==> config.mk <==
export PLATFORM = sky130hd
export DESIGN_NAME = linear_regression_fit_unit
export DESIGN_NICKNAME = d
export VERILOG_FILES = /design/src/hdl/lrf_pkg.sv /design/src/hdl/lrf_accum.sv /design/src/hdl/lrf_muldiv.sv /design/src/hdl/lrf_fit.sv /design/src/hdl/linear_regression_fit_unit.sv
export SDC_FILE = /design/constraint.sdc
export NUM_CORES = 2
export LEC_CHECK = 0
export BUFFER_PORTS_ARGS = -buffer_cell sky130_fd_sc_hd__buf_2
export CORE_ASPECT_RATIO = 0.7
export CORE_MARGIN = 2
export CORE_UTILIZATION = 70
export DETAILED_ROUTE_END_ITERATION = 6
export MAX_ROUTING_LAYER = met4
export PLACE_DENSITY = 0.87
export REMOVE_ABC_BUFFERS = 1
export SLEW_MARGIN = 15
export SYNTH_ARGS = -nofsm -noshare
export SYNTH_HDL_FRONTEND = slang
export SYNTH_SLANG_ARGS = --single-unit
==> constraint.sdc <==
create_clock -name clk -period 12.85 [get_ports clk]
set_clock_uncertainty 0.15 [all_clocks]
set_input_delay 1.9275 -clock clk [delete_from_list [all_inputs] [get_ports clk]]
set_output_delay 1.9275 -clock clk [all_outputs]
set_load 0.1 [all_outputs]
==> src/hdl/lrf_pkg.sv <==
// Shared types and constants for the least-squares line fit block.
// Used by lrf_accum, lrf_muldiv, lrf_fit and linear_regression_fit_unit.
// No dependencies.
package lrf_pkg;

	// Sample limit; samples beyond it are dropped from the sums
	localparam int MAX_SAMPLES = 4096;
	localparam int LOG_MAX     = $clog2(MAX_SAMPLES);

	// Accumulator widths
	localparam int CNT_W   = $clog2(MAX_SAMPLES + 1);
	localparam int SX_W    = 16 + LOG_MAX + 1;
	localparam int SXX_W   = 31 + LOG_MAX;
	localparam int SXY_W   = 32 + LOG_MAX;

	// Shared multiply/divide unit widths
	localparam int Q_W     = 32;                     // Q16.16 result word
	localparam int XMAG_W  = SX_W - 1;               // multiplier operand, steps per multiply
	localparam int PROD_W  = Q_W + XMAG_W;           // signed products and differences
	localparam int REM_W   = CNT_W + SXX_W + 1;      // multiplicand / divisor / remainder
	localparam int LO_W    = PROD_W - 8;             // low shift word
	localparam int STEP_W  = $clog2(LO_W + 1);

	// Result status codes
	localparam logic [1:0] ST_OK    = 2'd0;
	localparam logic [1:0] ST_DEGEN = 2'd1;
	localparam logic [1:0] ST_SAT   = 2'd2;

	typedef enum logic {
		MD_MUL,
		MD_DIV
	} md_op_t;

	// Command to the shared unit
	typedef struct packed {
		logic              go;
		md_op_t            op;
		logic [REM_W-1:0]  a;       // multiplicand or divisor
		logic [REM_W-1:0]  rem0;    // initial remainder (divide)
		logic [LO_W-1:0]   lo;      // multiplier bits or dividend bits
		logic [STEP_W-1:0] steps;
	} md_cmd_t;

	// Response from the shared unit
	typedef struct packed {
		logic              done;
		logic [LO_W-1:0]   quo;
		logic [PROD_W-1:0] prod;
	} md_rsp_t;

	// Running sums
	typedef struct packed {
		logic [CNT_W-1:0]        cnt;
		logic signed [SX_W-1:0]  sx;
		logic signed [SX_W-1:0]  sy;
		logic [SXX_W-1:0]        sxx;
		logic signed [SXY_W-1:0] sxy;
	} sums_t;

endpackage

==> src/hdl/lrf_accum.sv <==
// Sample accumulator: count and sums of x, y, x*x and x*y.
// Two-stage: products registered, then added into the sums.
// Depends on lrf_pkg.
module lrf_accum import lrf_pkg::*; (
	input  logic               clk,
	input  logic               arst_n,
	input  logic               smp_vld,
	input  logic signed [15:0] x_in,
	input  logic signed [15:0] y_in,
	input  logic               clr,
	output sums_t              sums
);

	logic signed [31:0] xx_w;
	logic signed [31:0] xy_w;

	logic               vld_s1;
	logic [30:0]        xx_s1;
	logic signed [31:0] xy_s1;
	logic signed [15:0] x_s1;
	logic signed [15:0] y_s1;

	logic [CNT_W-1:0]        cnt_q;
	logic signed [SX_W-1:0]  sx_q;
	logic signed [SX_W-1:0]  sy_q;
	logic [SXX_W-1:0]        sxx_q;
	logic signed [SXY_W-1:0] sxy_q;

	assign xx_w = x_in * x_in;
	assign xy_w = x_in * y_in;

	// stage 1: products
	always_ff @(posedge clk or negedge arst_n) begin
		if (!arst_n) begin
			vld_s1 <= 1'b0;
			xx_s1  <= '0;
			xy_s1  <= '0;
			x_s1   <= '0;
			y_s1   <= '0;
		end else begin
			vld_s1 <= smp_vld;
			if (smp_vld) begin
				xx_s1 <= xx_w[30:0];
				xy_s1 <= xy_w;
				x_s1  <= x_in;
				y_s1  <= y_in;
			end
		end
	end

	// stage 2: sums; samples past the limit are dropped
	always_ff @(posedge clk or negedge arst_n) begin
		if (!arst_n) begin
			cnt_q <= '0;
			sx_q  <= '0;
			sy_q  <= '0;
			sxx_q <= '0;
			sxy_q <= '0;
		end else if (clr) begin
			cnt_q <= '0;
			sx_q  <= '0;
			sy_q  <= '0;
			sxx_q <= '0;
			sxy_q <= '0;
		end else if (vld_s1 && (cnt_q < CNT_W'(MAX_SAMPLES))) begin
			cnt_q <= cnt_q + CNT_W'(1);
			sx_q  <= sx_q + SX_W'(x_s1);
			sy_q  <= sy_q + SX_W'(y_s1);
			sxx_q <= sxx_q + SXX_W'(xx_s1);
			sxy_q <= sxy_q + SXY_W'(xy_s1);
		end
	end

	assign sums.cnt = cnt_q;
	assign sums.sx  = sx_q;
	assign sums.sy  = sy_q;
	assign sums.sxx = sxx_q;
	assign sums.sxy = sxy_q;

endmodule

==> src/hdl/lrf_muldiv.sv <==
// Shared iterative unit: shift-add multiply and restoring divide on one adder.
// One bit per cycle; unsigned magnitudes only.
// Depends on lrf_pkg.
module lrf_muldiv import lrf_pkg::*; (
	input  logic    clk,
	input  logic    arst_n,
	input  md_cmd_t cmd,
	output md_rsp_t rsp
);

	md_op_t            op_q;
	logic [REM_W-1:0]  a_q;
	logic [REM_W-1:0]  acc_q;
	logic [LO_W-1:0]   lo_q;
	logic [STEP_W-1:0] cnt_q;
	logic              busy_q;
	logic              done_q;

	logic              is_div;
	logic [REM_W-1:0]  r_sh;
	logic [REM_W-1:0]  opx;
	logic [REM_W-1:0]  opy;
	logic [REM_W:0]    sum;
	logic [REM_W-1:0]  acc_n;
	logic [LO_W-1:0]   lo_n;

	assign is_div = (op_q == MD_DIV);
	assign r_sh   = {acc_q[REM_W-2:0], lo_q[LO_W-1]};

	// the one adder: acc + addend, or remainder - divisor
	assign opx = is_div ? r_sh : acc_q;
	assign opy = is_div ? ~a_q : (lo_q[0] ? a_q : '0);
	assign sum = {1'b0, opx} + {1'b0, opy} + (REM_W+1)'(is_div);

	always_comb begin
		if (is_div) begin
			// carry out means no borrow: quotient bit is one
			acc_n = sum[REM_W] ? sum[REM_W-1:0] : r_sh;
			lo_n  = {lo_q[LO_W-2:0], sum[REM_W]};
		end else begin
			acc_n = sum[REM_W:1];
			lo_n  = {sum[0], lo_q[LO_W-1:1]};
		end
	end

	always_ff @(posedge clk or negedge arst_n) begin
		if (!arst_n) begin
			op_q   <= MD_MUL;
			a_q    <= '0;
			acc_q  <= '0;
			lo_q   <= '0;
			cnt_q  <= '0;
			busy_q <= 1'b0;
			done_q <= 1'b0;
		end else begin
			// done pulses on the cycle after the last step
			done_q <= !cmd.go && busy_q && (cnt_q == STEP_W'(1));
			if (cmd.go) begin
				op_q   <= cmd.op;
				a_q    <= cmd.a;
				acc_q  <= (cmd.op == MD_DIV) ? cmd.rem0 : '0;
				lo_q   <= cmd.lo;
				cnt_q  <= cmd.steps;
				busy_q <= 1'b1;
			end else if (busy_q) begin
				acc_q <= acc_n;
				lo_q  <= lo_n;
				cnt_q <= cnt_q - STEP_W'(1);
				if (cnt_q == STEP_W'(1)) begin
					busy_q <= 1'b0;
				end
			end
		end
	end

	assign rsp.done = done_q;
	assign rsp.quo  = lo_q;
	assign rsp.prod = {acc_q[PROD_W-XMAG_W-1:0], lo_q[LO_W-1 -: XMAG_W]};

endmodule

==> src/hdl/lrf_fit.sv <==
// Fit sequencer: forms the slope and intercept from the sums with the
// shared multiply/divide unit. Depends on lrf_pkg; drives lrf_muldiv.
module lrf_fit import lrf_pkg::*; (
	input  logic      clk,
	input  logic      arst_n,
	input  logic      start,
	input  sums_t     sums,
	input  md_rsp_t   rsp,
	output md_cmd_t   cmd,
	output logic      done,
	output logic signed [Q_W-1:0] slope_o,
	output logic signed [Q_W-1:0] icpt_o,
	output logic [1:0] status_o
);

	typedef enum logic [3:0] {
		F_IDLE,
		F_P1,
		F_P2,
		F_DEN,
		F_P3,
		F_P4,
		F_NUM,
		F_MAG,
		F_CHK,
		F_DIV1,
		F_P5,
		F_INUM,
		F_DIV2,
		F_DONE
	} fstate_t;

	fstate_t                  state_q;
	logic                     issued_q;
	logic                     sat_q;
	logic signed [PROD_W-1:0] p1_q;
	logic signed [PROD_W-1:0] p2_q;
	logic [REM_W-1:0]         den_q;
	logic [REM_W-1:0]         num_mag_q;
	logic                     num_neg_q;
	logic signed [Q_W-1:0]    slope_q;
	logic signed [Q_W-1:0]    icpt_q;
	logic [1:0]               status_q;

	logic                     sx_neg, sy_neg, sxy_neg, slope_neg, inum_neg;
	logic [SX_W-1:0]          sx_abs, sy_abs;
	logic [SXY_W-1:0]         sxy_abs;
	logic [Q_W-1:0]           slope_abs;
	logic [PROD_W-1:0]        p1_abs, inum_abs;
	logic                     prod_neg;
	logic signed [PROD_W-1:0] prod_s;
	logic signed [PROD_W-1:0] pdiff;
	logic                     op_state;
	logic [Q_W:0]             clp;

	// Truncated magnitude with sign to Q16.16, saturating; top bit flags saturation
	function automatic logic [Q_W:0] clamp_q16(input logic neg, input logic [LO_W-1:0] mag);
		logic [Q_W:0] r;
		if (neg) begin
			if (mag > LO_W'(33'h0_8000_0000)) r = {1'b1, 32'h8000_0000};
			else                               r = {1'b0, ~mag[Q_W-1:0] + 32'd1};
		end else begin
			if (mag > LO_W'(33'h0_7fff_ffff)) r = {1'b1, 32'h7fff_ffff};
			else                               r = {1'b0, mag[Q_W-1:0]};
		end
		return r;
	endfunction

	// magnitudes and signs of the operands
	assign sx_neg    = sums.sx[SX_W-1];
	assign sy_neg    = sums.sy[SX_W-1];
	assign sxy_neg   = sums.sxy[SXY_W-1];
	assign slope_neg = slope_q[Q_W-1];
	assign inum_neg  = p2_q[PROD_W-1];
	assign sx_abs    = sx_neg ? (~sums.sx + SX_W'(1)) : sums.sx;
	assign sy_abs    = sy_neg ? (~sums.sy + SX_W'(1)) : sums.sy;
	assign sxy_abs   = sxy_neg ? (~sums.sxy + SXY_W'(1)) : sums.sxy;
	assign slope_abs = slope_neg ? (~slope_q + Q_W'(1)) : slope_q;
	assign p1_abs    = p1_q[PROD_W-1] ? (~p1_q + PROD_W'(1)) : p1_q;
	assign inum_abs  = inum_neg ? (~p2_q + PROD_W'(1)) : p2_q;

	assign pdiff = p1_q - p2_q;

	// sign of the product in flight
	always_comb begin
		case (state_q)
			F_P3:    prod_neg = sxy_neg;
			F_P4:    prod_neg = sy_neg ^ sx_neg;
			F_P5:    prod_neg = slope_neg ^ sx_neg;
			default: prod_neg = 1'b0;
		endcase
	end
	assign prod_s = prod_neg ? (~rsp.prod + PROD_W'(1)) : rsp.prod;

	assign clp = (state_q == F_DIV1) ? clamp_q16(num_neg_q, LO_W'(rsp.quo[Q_W-1:0]))
	                                 : clamp_q16(inum_neg, rsp.quo);

	assign op_state = (state_q == F_P1) || (state_q == F_P2) || (state_q == F_P3) ||
	                  (state_q == F_P4) || (state_q == F_P5) ||
	                  (state_q == F_DIV1) || (state_q == F_DIV2);

	// command to the shared unit, issued once on entry to each operation
	always_comb begin
		cmd       = '0;
		cmd.go    = op_state && !issued_q;
		cmd.op    = MD_MUL;
		cmd.steps = STEP_W'(XMAG_W);
		case (state_q)
			F_P1: begin
				cmd.a  = REM_W'(sums.sxx);
				cmd.lo = LO_W'(sums.cnt);
			end
			F_P2: begin
				cmd.a  = REM_W'(sx_abs[XMAG_W-1:0]);
				cmd.lo = LO_W'(sx_abs[XMAG_W-1:0]);
			end
			F_P3: begin
				cmd.a  = REM_W'(sxy_abs);
				cmd.lo = LO_W'(sums.cnt);
			end
			F_P4: begin
				cmd.a  = REM_W'(sy_abs[XMAG_W-1:0]);
				cmd.lo = LO_W'(sx_abs[XMAG_W-1:0]);
			end
			F_P5: begin
				cmd.a  = REM_W'(slope_abs);
				cmd.lo = LO_W'(sx_abs[XMAG_W-1:0]);
			end
			F_DIV1: begin
				// num * 2^16 / den: upper bits preload the remainder
				cmd.op    = MD_DIV;
				cmd.a     = den_q;
				cmd.rem0  = REM_W'(num_mag_q[REM_W-1:16]);
				cmd.lo    = {num_mag_q[15:0], {(LO_W-16){1'b0}}};
				cmd.steps = STEP_W'(Q_W);
			end
			F_DIV2: begin
				// divide by 256*n as (|num| >> 8) / n
				cmd.op    = MD_DIV;
				cmd.a     = REM_W'(sums.cnt);
				cmd.lo    = inum_abs[PROD_W-1:8];
				cmd.steps = STEP_W'(LO_W);
			end
			default: begin
				cmd.op = MD_MUL;
			end
		endcase
	end

	// sequencer
	always_ff @(posedge clk or negedge arst_n) begin
		if (!arst_n) begin
			state_q   <= F_IDLE;
			issued_q  <= 1'b0;
			sat_q     <= 1'b0;
			p1_q      <= '0;
			p2_q      <= '0;
			den_q     <= '0;
			num_mag_q <= '0;
			num_neg_q <= 1'b0;
			slope_q   <= '0;
			icpt_q    <= '0;
			status_q  <= ST_OK;
		end else begin
			if (cmd.go) issued_q <= 1'b1;
			else if (rsp.done) issued_q <= 1'b0;

			unique case (state_q)
				F_IDLE: begin
					if (start) begin
						sat_q   <= 1'b0;
						state_q <= F_P1;
					end
				end
				F_P1: begin
					if (rsp.done) begin
						p1_q    <= prod_s;
						state_q <= F_P2;
					end
				end
				F_P2: begin
					if (rsp.done) begin
						p2_q    <= prod_s;
						state_q <= F_DEN;
					end
				end
				F_DEN: begin
					// zero denominator: no fit
					if (pdiff[PROD_W-1] || (pdiff == '0)) begin
						slope_q  <= '0;
						icpt_q   <= '0;
						status_q <= ST_DEGEN;
						state_q  <= F_DONE;
					end else begin
						den_q   <= pdiff[REM_W-1:0];
						state_q <= F_P3;
					end
				end
				F_P3: begin
					if (rsp.done) begin
						p1_q    <= prod_s;
						state_q <= F_P4;
					end
				end
				F_P4: begin
					if (rsp.done) begin
						p2_q    <= prod_s;
						state_q <= F_NUM;
					end
				end
				F_NUM: begin
					p1_q    <= pdiff;
					state_q <= F_MAG;
				end
				F_MAG: begin
					num_neg_q <= p1_q[PROD_W-1];
					num_mag_q <= p1_abs[REM_W-1:0];
					state_q   <= F_CHK;
				end
				F_CHK: begin
					// integer part of the slope past 16 bits: clamp without dividing
					if (REM_W'(num_mag_q[REM_W-1:16]) >= den_q) begin
						sat_q   <= 1'b1;
						slope_q <= num_neg_q ? 32'sh8000_0000 : 32'sh7fff_ffff;
						state_q <= F_P5;
					end else begin
						state_q <= F_DIV1;
					end
				end
				F_DIV1: begin
					if (rsp.done) begin
						slope_q <= clp[Q_W-1:0];
						sat_q   <= sat_q | clp[Q_W];
						state_q <= F_P5;
					end
				end
				F_P5: begin
					if (rsp.done) begin
						p1_q    <= prod_s;
						state_q <= F_INUM;
					end
				end
				F_INUM: begin
					// Sy in Q16 position minus slope*Sx
					p2_q    <= (PROD_W'(sums.sy) <<< 16) - p1_q;
					state_q <= F_DIV2;
				end
				F_DIV2: begin
					if (rsp.done) begin
						icpt_q   <= clp[Q_W-1:0];
						status_q <= (sat_q | clp[Q_W]) ? ST_SAT : ST_OK;
						state_q  <= F_DONE;
					end
				end
				F_DONE: begin
					state_q <= F_IDLE;
				end
				default: begin
					state_q <= F_IDLE;
				end
			endcase
		end
	end

	assign done     = (state_q == F_DONE);
	assign slope_o  = slope_q;
	assign icpt_o   = icpt_q;
	assign status_o = status_q;

endmodule

==> src/hdl/linear_regression_fit_unit.sv <==
// Top level of the least-squares line fit block.
// Depends on lrf_pkg, lrf_accum, lrf_muldiv and lrf_fit.
//
// Takes (x, y) samples in signed Q8.8 and keeps the count and the sums of
// x, y, x*x and x*y (at most 4096 samples; later ones are dropped). A word
// with last set closes the set: the block fits y = intercept + slope * x and
// returns one result word with slope and intercept in signed Q16.16 (each
// division truncated toward zero, the slope truncated before it feeds the
// intercept), status 0 for ok, 1 when all x are equal or fewer than two
// samples were kept (outputs zero), 2 when a result was clamped. The sums
// then clear for the next set. A sample without last is accepted in T_IDLE;
// its products are registered, then added into the sums while the state
// is in T_ACC, and the input is ready again in T_IDLE. A closing sample
// adds the fit, set by the single shared add/subtract unit that works one
// bit per cycle: five multiplies of 28 steps, a 32-step slope division and
// a 52-step intercept division; a degenerate set ends after two multiplies.
// The result sits in an output register until taken; the next set's first
// sample can be accepted while it waits.
module linear_regression_fit_unit import lrf_pkg::*; (
	input  logic               clk,
	input  logic               arst_n,
	input  logic signed [15:0] x_sample,
	input  logic signed [15:0] y_sample,
	input  logic               last,
	input  logic               in_valid,
	output logic               in_ready,
	output logic signed [31:0] slope,
	output logic signed [31:0] intercept,
	output logic [1:0]         status,
	output logic               out_valid,
	input  logic               out_ready
);

	typedef enum logic [1:0] {
		T_IDLE,
		T_ACC,
		T_FIT,
		T_PUT
	} tstate_t;

	tstate_t            state_q;
	logic               last_q;
	logic               out_vld_q;
	logic signed [31:0] slope_q;
	logic signed [31:0] icpt_q;
	logic [1:0]         status_q;

	logic               accept;
	logic               load;
	logic               fit_start;
	logic               fit_done;
	sums_t              sums;
	md_cmd_t            md_cmd;
	md_rsp_t            md_rsp;
	logic signed [Q_W-1:0] fit_slope;
	logic signed [Q_W-1:0] fit_icpt;
	logic [1:0]         fit_status;

	assign in_ready  = (state_q == T_IDLE);
	assign accept    = in_valid && in_ready;
	assign fit_start = (state_q == T_ACC) && last_q;
	assign load      = (state_q == T_PUT) && (!out_vld_q || out_ready);

	lrf_accum u_accum (
		.clk     (clk),
		.arst_n  (arst_n),
		.smp_vld (accept),
		.x_in    (x_sample),
		.y_in    (y_sample),
		.clr     (load),
		.sums    (sums)
	);

	lrf_fit u_fit (
		.clk      (clk),
		.arst_n   (arst_n),
		.start    (fit_start),
		.sums     (sums),
		.rsp      (md_rsp),
		.cmd      (md_cmd),
		.done     (fit_done),
		.slope_o  (fit_slope),
		.icpt_o   (fit_icpt),
		.status_o (fit_status)
	);

	lrf_muldiv u_muldiv (
		.clk    (clk),
		.arst_n (arst_n),
		.cmd    (md_cmd),
		.rsp    (md_rsp)
	);

	// control and output register
	always_ff @(posedge clk or negedge arst_n) begin
		if (!arst_n) begin
			state_q   <= T_IDLE;
			last_q    <= 1'b0;
			out_vld_q <= 1'b0;
			slope_q   <= '0;
			icpt_q    <= '0;
			status_q  <= ST_OK;
		end else begin
			if (load) begin
				out_vld_q <= 1'b1;
				slope_q   <= fit_slope;
				icpt_q    <= fit_icpt;
				status_q  <= fit_status;
			end else if (out_ready) begin
				out_vld_q <= 1'b0;
			end

			unique case (state_q)
				T_IDLE: begin
					if (accept) begin
						last_q  <= last;
						state_q <= T_ACC;
					end
				end
				T_ACC: begin
					state_q <= last_q ? T_FIT : T_IDLE;
				end
				T_FIT: begin
					if (fit_done) state_q <= T_PUT;
				end
				T_PUT: begin
					if (load) state_q <= T_IDLE;
				end
				default: begin
					state_q <= T_IDLE;
				end
			endcase
		end
	end

	assign out_valid = out_vld_q;
	assign slope     = slope_q;
	assign intercept = icpt_q;
	assign status    = status_q;

endmodule
==> flow_summary.html <==
<table>
<tr><th>Metric</th><th>Value</th></tr>
<tr><th colspan="2">CTS</th></tr>
<tr><td>Number of buffers inserted during clock tree synthesis</td><td>80</td></tr>
<tr><td>Clock Sinks</td><td>804</td></tr>
<tr><td>H-tree levels</td><td>3</td></tr>
<tr><td>CTS tree</td><td>done</td></tr>
<tr><td>Gates resized, CTS repair</td><td>0</td></tr>
<tr><td>Insertion delay to the later sink of the worst-skew pair</td><td>0.72 ns</td></tr>
<tr><td>Post-CTS setup buffer count</td><td>0</td></tr>
<tr><td>Clock tree root driver cell</td><td>clkbuf_16</td></tr>
<tr><td>Hold-fix buffers at CTS</td><td>0</td></tr>
<tr><td>Largest buffer count on any clock path</td><td>3</td></tr>
<tr><td>Clock transition at the register clock pins on the worst setup and hold paths after CTS</td><td>0.07 ns</td></tr>
<tr><th colspan="2">Place</th></tr>
<tr><td>Final Wtd Congestion</td><td>1.169</td></tr>
<tr><td>Number of cells after detailed placement</td><td>10.61k</td></tr>
<tr><td>IO buf count</td><td>104</td></tr>
<tr><td>Worst slack at placement</td><td>3.296 ns</td></tr>
<tr><td>Post-placement cell area</td><td>80100 µm²</td></tr>
<tr><td>Post-DP HPWL</td><td>231000 µm</td></tr>
<tr><th colspan="2">Critical path</th></tr>
<tr><td>Required time of the critical path</td><td>13.24 ns</td></tr>
<tr><td>Max Fanout on Critical Path</td><td>24</td></tr>
<tr><td>Setup Crit Path Kind</td><td>input pin to flip-flop</td></tr>
<tr><td>Crit path DAT</td><td>9.51 ns</td></tr>
<tr><td>Nature of the critical path endpoint</td><td>flip-flop</td></tr>
<tr><td>Category of the worst setup path launch point</td><td>input pin</td></tr>
<tr><th colspan="2">Detailed routing</th></tr>
<tr><td>Drt initial violations</td><td>13.30k</td></tr>
<tr><td>WL final</td><td>300500 µm</td></tr>
<tr><td>DRC</td><td>212</td></tr>
<tr><td>Antenna-violating nets left</td><td>0</td></tr>
<tr><td>Wire per inst</td><td>27.84 µm</td></tr>
<tr><td>Total iterations of the first detailed-routing run</td><td>7</td></tr>
<tr><td>Via count</td><td>76.12k</td></tr>
<tr><td>Vias per cell</td><td>7.051</td></tr>
<tr><th colspan="2">Logic synthesis</th></tr>
<tr><td>Number of flops mapped to enable cells by yosys</td><td>0</td></tr>
<tr><td>Cell type with the highest aggregate area in the netlist</td><td>dfrtp_1</td></tr>
<tr><td>Sequential fraction of the synthesis area</td><td>25.58%</td></tr>
<tr><td>Dominant register cell in the synthesized netlist</td><td>dfrtp_1</td></tr>
<tr><td>Fraction of synthesis flops using an asynchronous set or reset pin</td><td>100.0%</td></tr>
<tr><td>Area share of the largest cell type after synthesis</td><td>25.58%</td></tr>
<tr><td>Cell variety after synth</td><td>91</td></tr>
<tr><td>Mean post-synth cell area</td><td>8.308 µm²</td></tr>
<tr><td>Flip-flop and latch count after synthesis</td><td>804</td></tr>
<tr><td>Dominant cells by area after synthesis</td><td>dfrtp_1 26%, fa_1 13%, ha_1 8.0%</td></tr>
<tr><td>YS warnings</td><td>0</td></tr>
<tr><td>Mapped Cells</td><td>9468</td></tr>
<tr><td>Netlist Area Pre-Place</td><td>78660 µm²</td></tr>
<tr><th colspan="2">Outcome</th></tr>
<tr><td>Result of the run</td><td>finished, violations left</td></tr>
<tr><td>Violations in the final reports</td><td>DRC</td></tr>
<tr><th colspan="2">Min path</th></tr>
<tr><td>Min-Delay Path Class</td><td>flip-flop to flip-flop</td></tr>
<tr><th colspan="2">Die</th></tr>
<tr><td>Initial core utilization</td><td>70.84%</td></tr>
<tr><td>Vertical die dimension</td><td>284.5 µm</td></tr>
<tr><td># rows</td><td>102</td></tr>
<tr><td>Die width</td><td>404.7 µm</td></tr>
<tr><td>I/O pin count</td><td>105</td></tr>
<tr><td>Area of the die</td><td>115100 µm²</td></tr>
<tr><td>Placeable core region</td><td>111000 µm²</td></tr>
<tr><th colspan="2">Finish</th></tr>
<tr><td>Area delta synth-&gt;final</td><td>5.682%</td></tr>
<tr><td>Fraction of layout cells with a size suffix above 1</td><td>6.117%</td></tr>
<tr><td>Most frequent cells in the layout</td><td>1402 x nand2_1, 928 x inv_1, 801 x dfrtp_1</td></tr>
<tr><td>Final std cells w/o fill</td><td>10.80k</td></tr>
<tr><td>Final instance area</td><td>83130 µm²</td></tr>
<tr><td>Most frequent standard cell in the layout excluding fill and tap cells</td><td>nand2_1</td></tr>
<tr><td>Final layout net count</td><td>10.28k</td></tr>
<tr><th colspan="2">STA</th></tr>
<tr><td>Total negative slack for setup checks</td><td>0 ns</td></tr>
<tr><td>Transition time at the pin with the least slew margin</td><td>1.385 ns</td></tr>
<tr><td>Max Transition Viols Final</td><td>0</td></tr>
<tr><td>Relative max-transition margin</td><td>7.347%</td></tr>
<tr><td>Final WS setup</td><td>3.735 ns</td></tr>
<tr><td>Final-report setup violation count</td><td>0</td></tr>
<tr><td>Post-layout minimum cycle time</td><td>9.115 ns</td></tr>
<tr><td>RSZ-0062 raised after global routing</td><td>no</td></tr>
<tr><td>Period utilisation layout</td><td>70.94%</td></tr>
<tr><td>Fin. Hold Viols</td><td>0</td></tr>
<tr><td>Achievable Freq</td><td>0.1097 GHz</td></tr>
<tr><th colspan="2">Global routing</th></tr>
<tr><td>Largest net degree at the start of global routing</td><td>196</td></tr>
<tr><td>GRT Overall Usage</td><td>52.82%</td></tr>
<tr><td>Total gr overflow</td><td>0</td></tr>
<tr><td>Number of antenna violations at the first check in global routing</td><td>18</td></tr>
<tr><td>Vias in the first global route</td><td>71.15k</td></tr>
<tr><td>First-pass GRT wire length</td><td>445500 µm</td></tr>
<tr><th colspan="2">Flow run</th></tr>
<tr><td>Max-capacitance violation count</td><td>0</td></tr>
</table>
area by class of cell:
type / count / area [µm²]
multi-input combinational: 7192 / 53220
fill: 7902 / 27900
sequential: 804 / 20130
inverter: 940 / 3528
clock buffer: 93 / 2121
tap: 1456 / 1822
timing repair buffer: 218 / 1411
clock inverter: 55 / 807.0
antenna: 38 / 95.09
through the flow:
step / hold WS [ns] / util, %
after floorplan: 0.2886 / -
after global placement: 0.2981 / 72.14
after detailed placement: 0.3080 / 72.14
after CTS: 0.3242 / 74.77
after global routing: 0.3552 / 74.84
final: 0.3190 / 74.87
critical path, stage by stage:
cell and delay [ns]:
buf_2 0.40, buf_4 0.40, and2_1 0.22, inv_1 0.07, fa_1 0.50, fa_1 0.41
inv_1 0.08, ha_1 0.14, inv_1 0.06, fa_1 0.53, inv_1 0.05, fa_1 0.47
inv_1 0.06, fa_1 0.53, inv_1 0.05, ha_1 0.37, a21o_1 0.19, a21oi_1 0.15
a21boi_0 0.18, o311ai_0 0.48, a21oi_1 0.15, o31ai_1 0.60, a22oi_1 0.27, a41oi_1 0.47
a21oi_1 0.14, a21oi_1 0.29, xnor2_1 0.16, o21ai_0 0.13
path summary, 6_finish.rpt:
check                      slack [ns]                              to                 startpoint  cells after the start
setup reg to reg                 5.46    u_fit.icpt_o[23]$_DFFE_PN0P_  u_fit.p1_q[0]$_DFFE_PN0P_                     18
max in group asynchronous        9.12       u_fit.p2_q[0]$_DFFE_PN0P_                     arst_n                      3
hold reg to reg                  0.32       intercept[31]$_DFFE_PN0P_  intercept[31]$_DFFE_PN0P_                      2
setup / recovery                 3.73   u_accum.xx_s1[30]$_DFFE_PN0P_                x_sample[5]                     28
hold / removal                   0.32       intercept[31]$_DFFE_PN0P_  intercept[31]$_DFFE_PN0P_                      2
min in group asynchronous        1.08  u_muldiv.acc_q[46]$_DFFE_PN0P_                     arst_n                      1
cell usage after synthesis, types with 195 or more instances:
cell	instances
a21o_1	195
o21ai_0	727
xnor2_1	412
fa_1	500
dfrtp_1	804
a21oi_1	606
nor2_1	484
clkbuf_1	459
ha_1	506
xor2_1	254
nand2_1	1404
inv_1	929
sequential cells by signal, indices dropped and copies added (netlist names), 32 cells and up:
| register | count |
|---|---|
| u_accum.sxx_q | 43 |
| u_fit.icpt_o | 32 |
| u_fit.num_mag_q | 57 |
| u_muldiv.a_q | 57 |
| intercept | 32 |
| u_muldiv.acc_q | 57 |
| u_accum.sxy_q | 44 |
| u_fit.p1_q | 60 |
| u_muldiv.lo_q | 52 |
| u_fit.p2_q | 60 |
| slope | 32 |
| u_fit.den_q | 57 |
| u_fit.slope_o | 32 |
| u_accum.xy_s1 | 32 |
cell families (layout without fill, tap and decap cells):
kind of cell | after synthesis | count (layout) | share of synthesized area (%)
buf+inv | 1472 | 1306 | 7.070
compound gates | 2461 | 2461 | 19.94
mux | 189 | 189 | 2.520
fa+ha+maj | 1006 | 1006 | 20.77
flops | 804 | 804 | 25.58
other cells | 0 | 38 | 0
xor+xnor | 666 | 666 | 7.416
simple gates | 2870 | 2870 | 16.71
layer usage:
metal | GRT usage (%) | share of wire [%]
met5 | - | 0
met1 | 71.62 | 38
met2 | 65.16 | 38
met4 | 16.63 | 4.3
met3 | 30.15 | 20
Power is left out: the tool's default activity adds up to more than one toggle a clock period on the data nets, which glitch-free logic cannot reach.
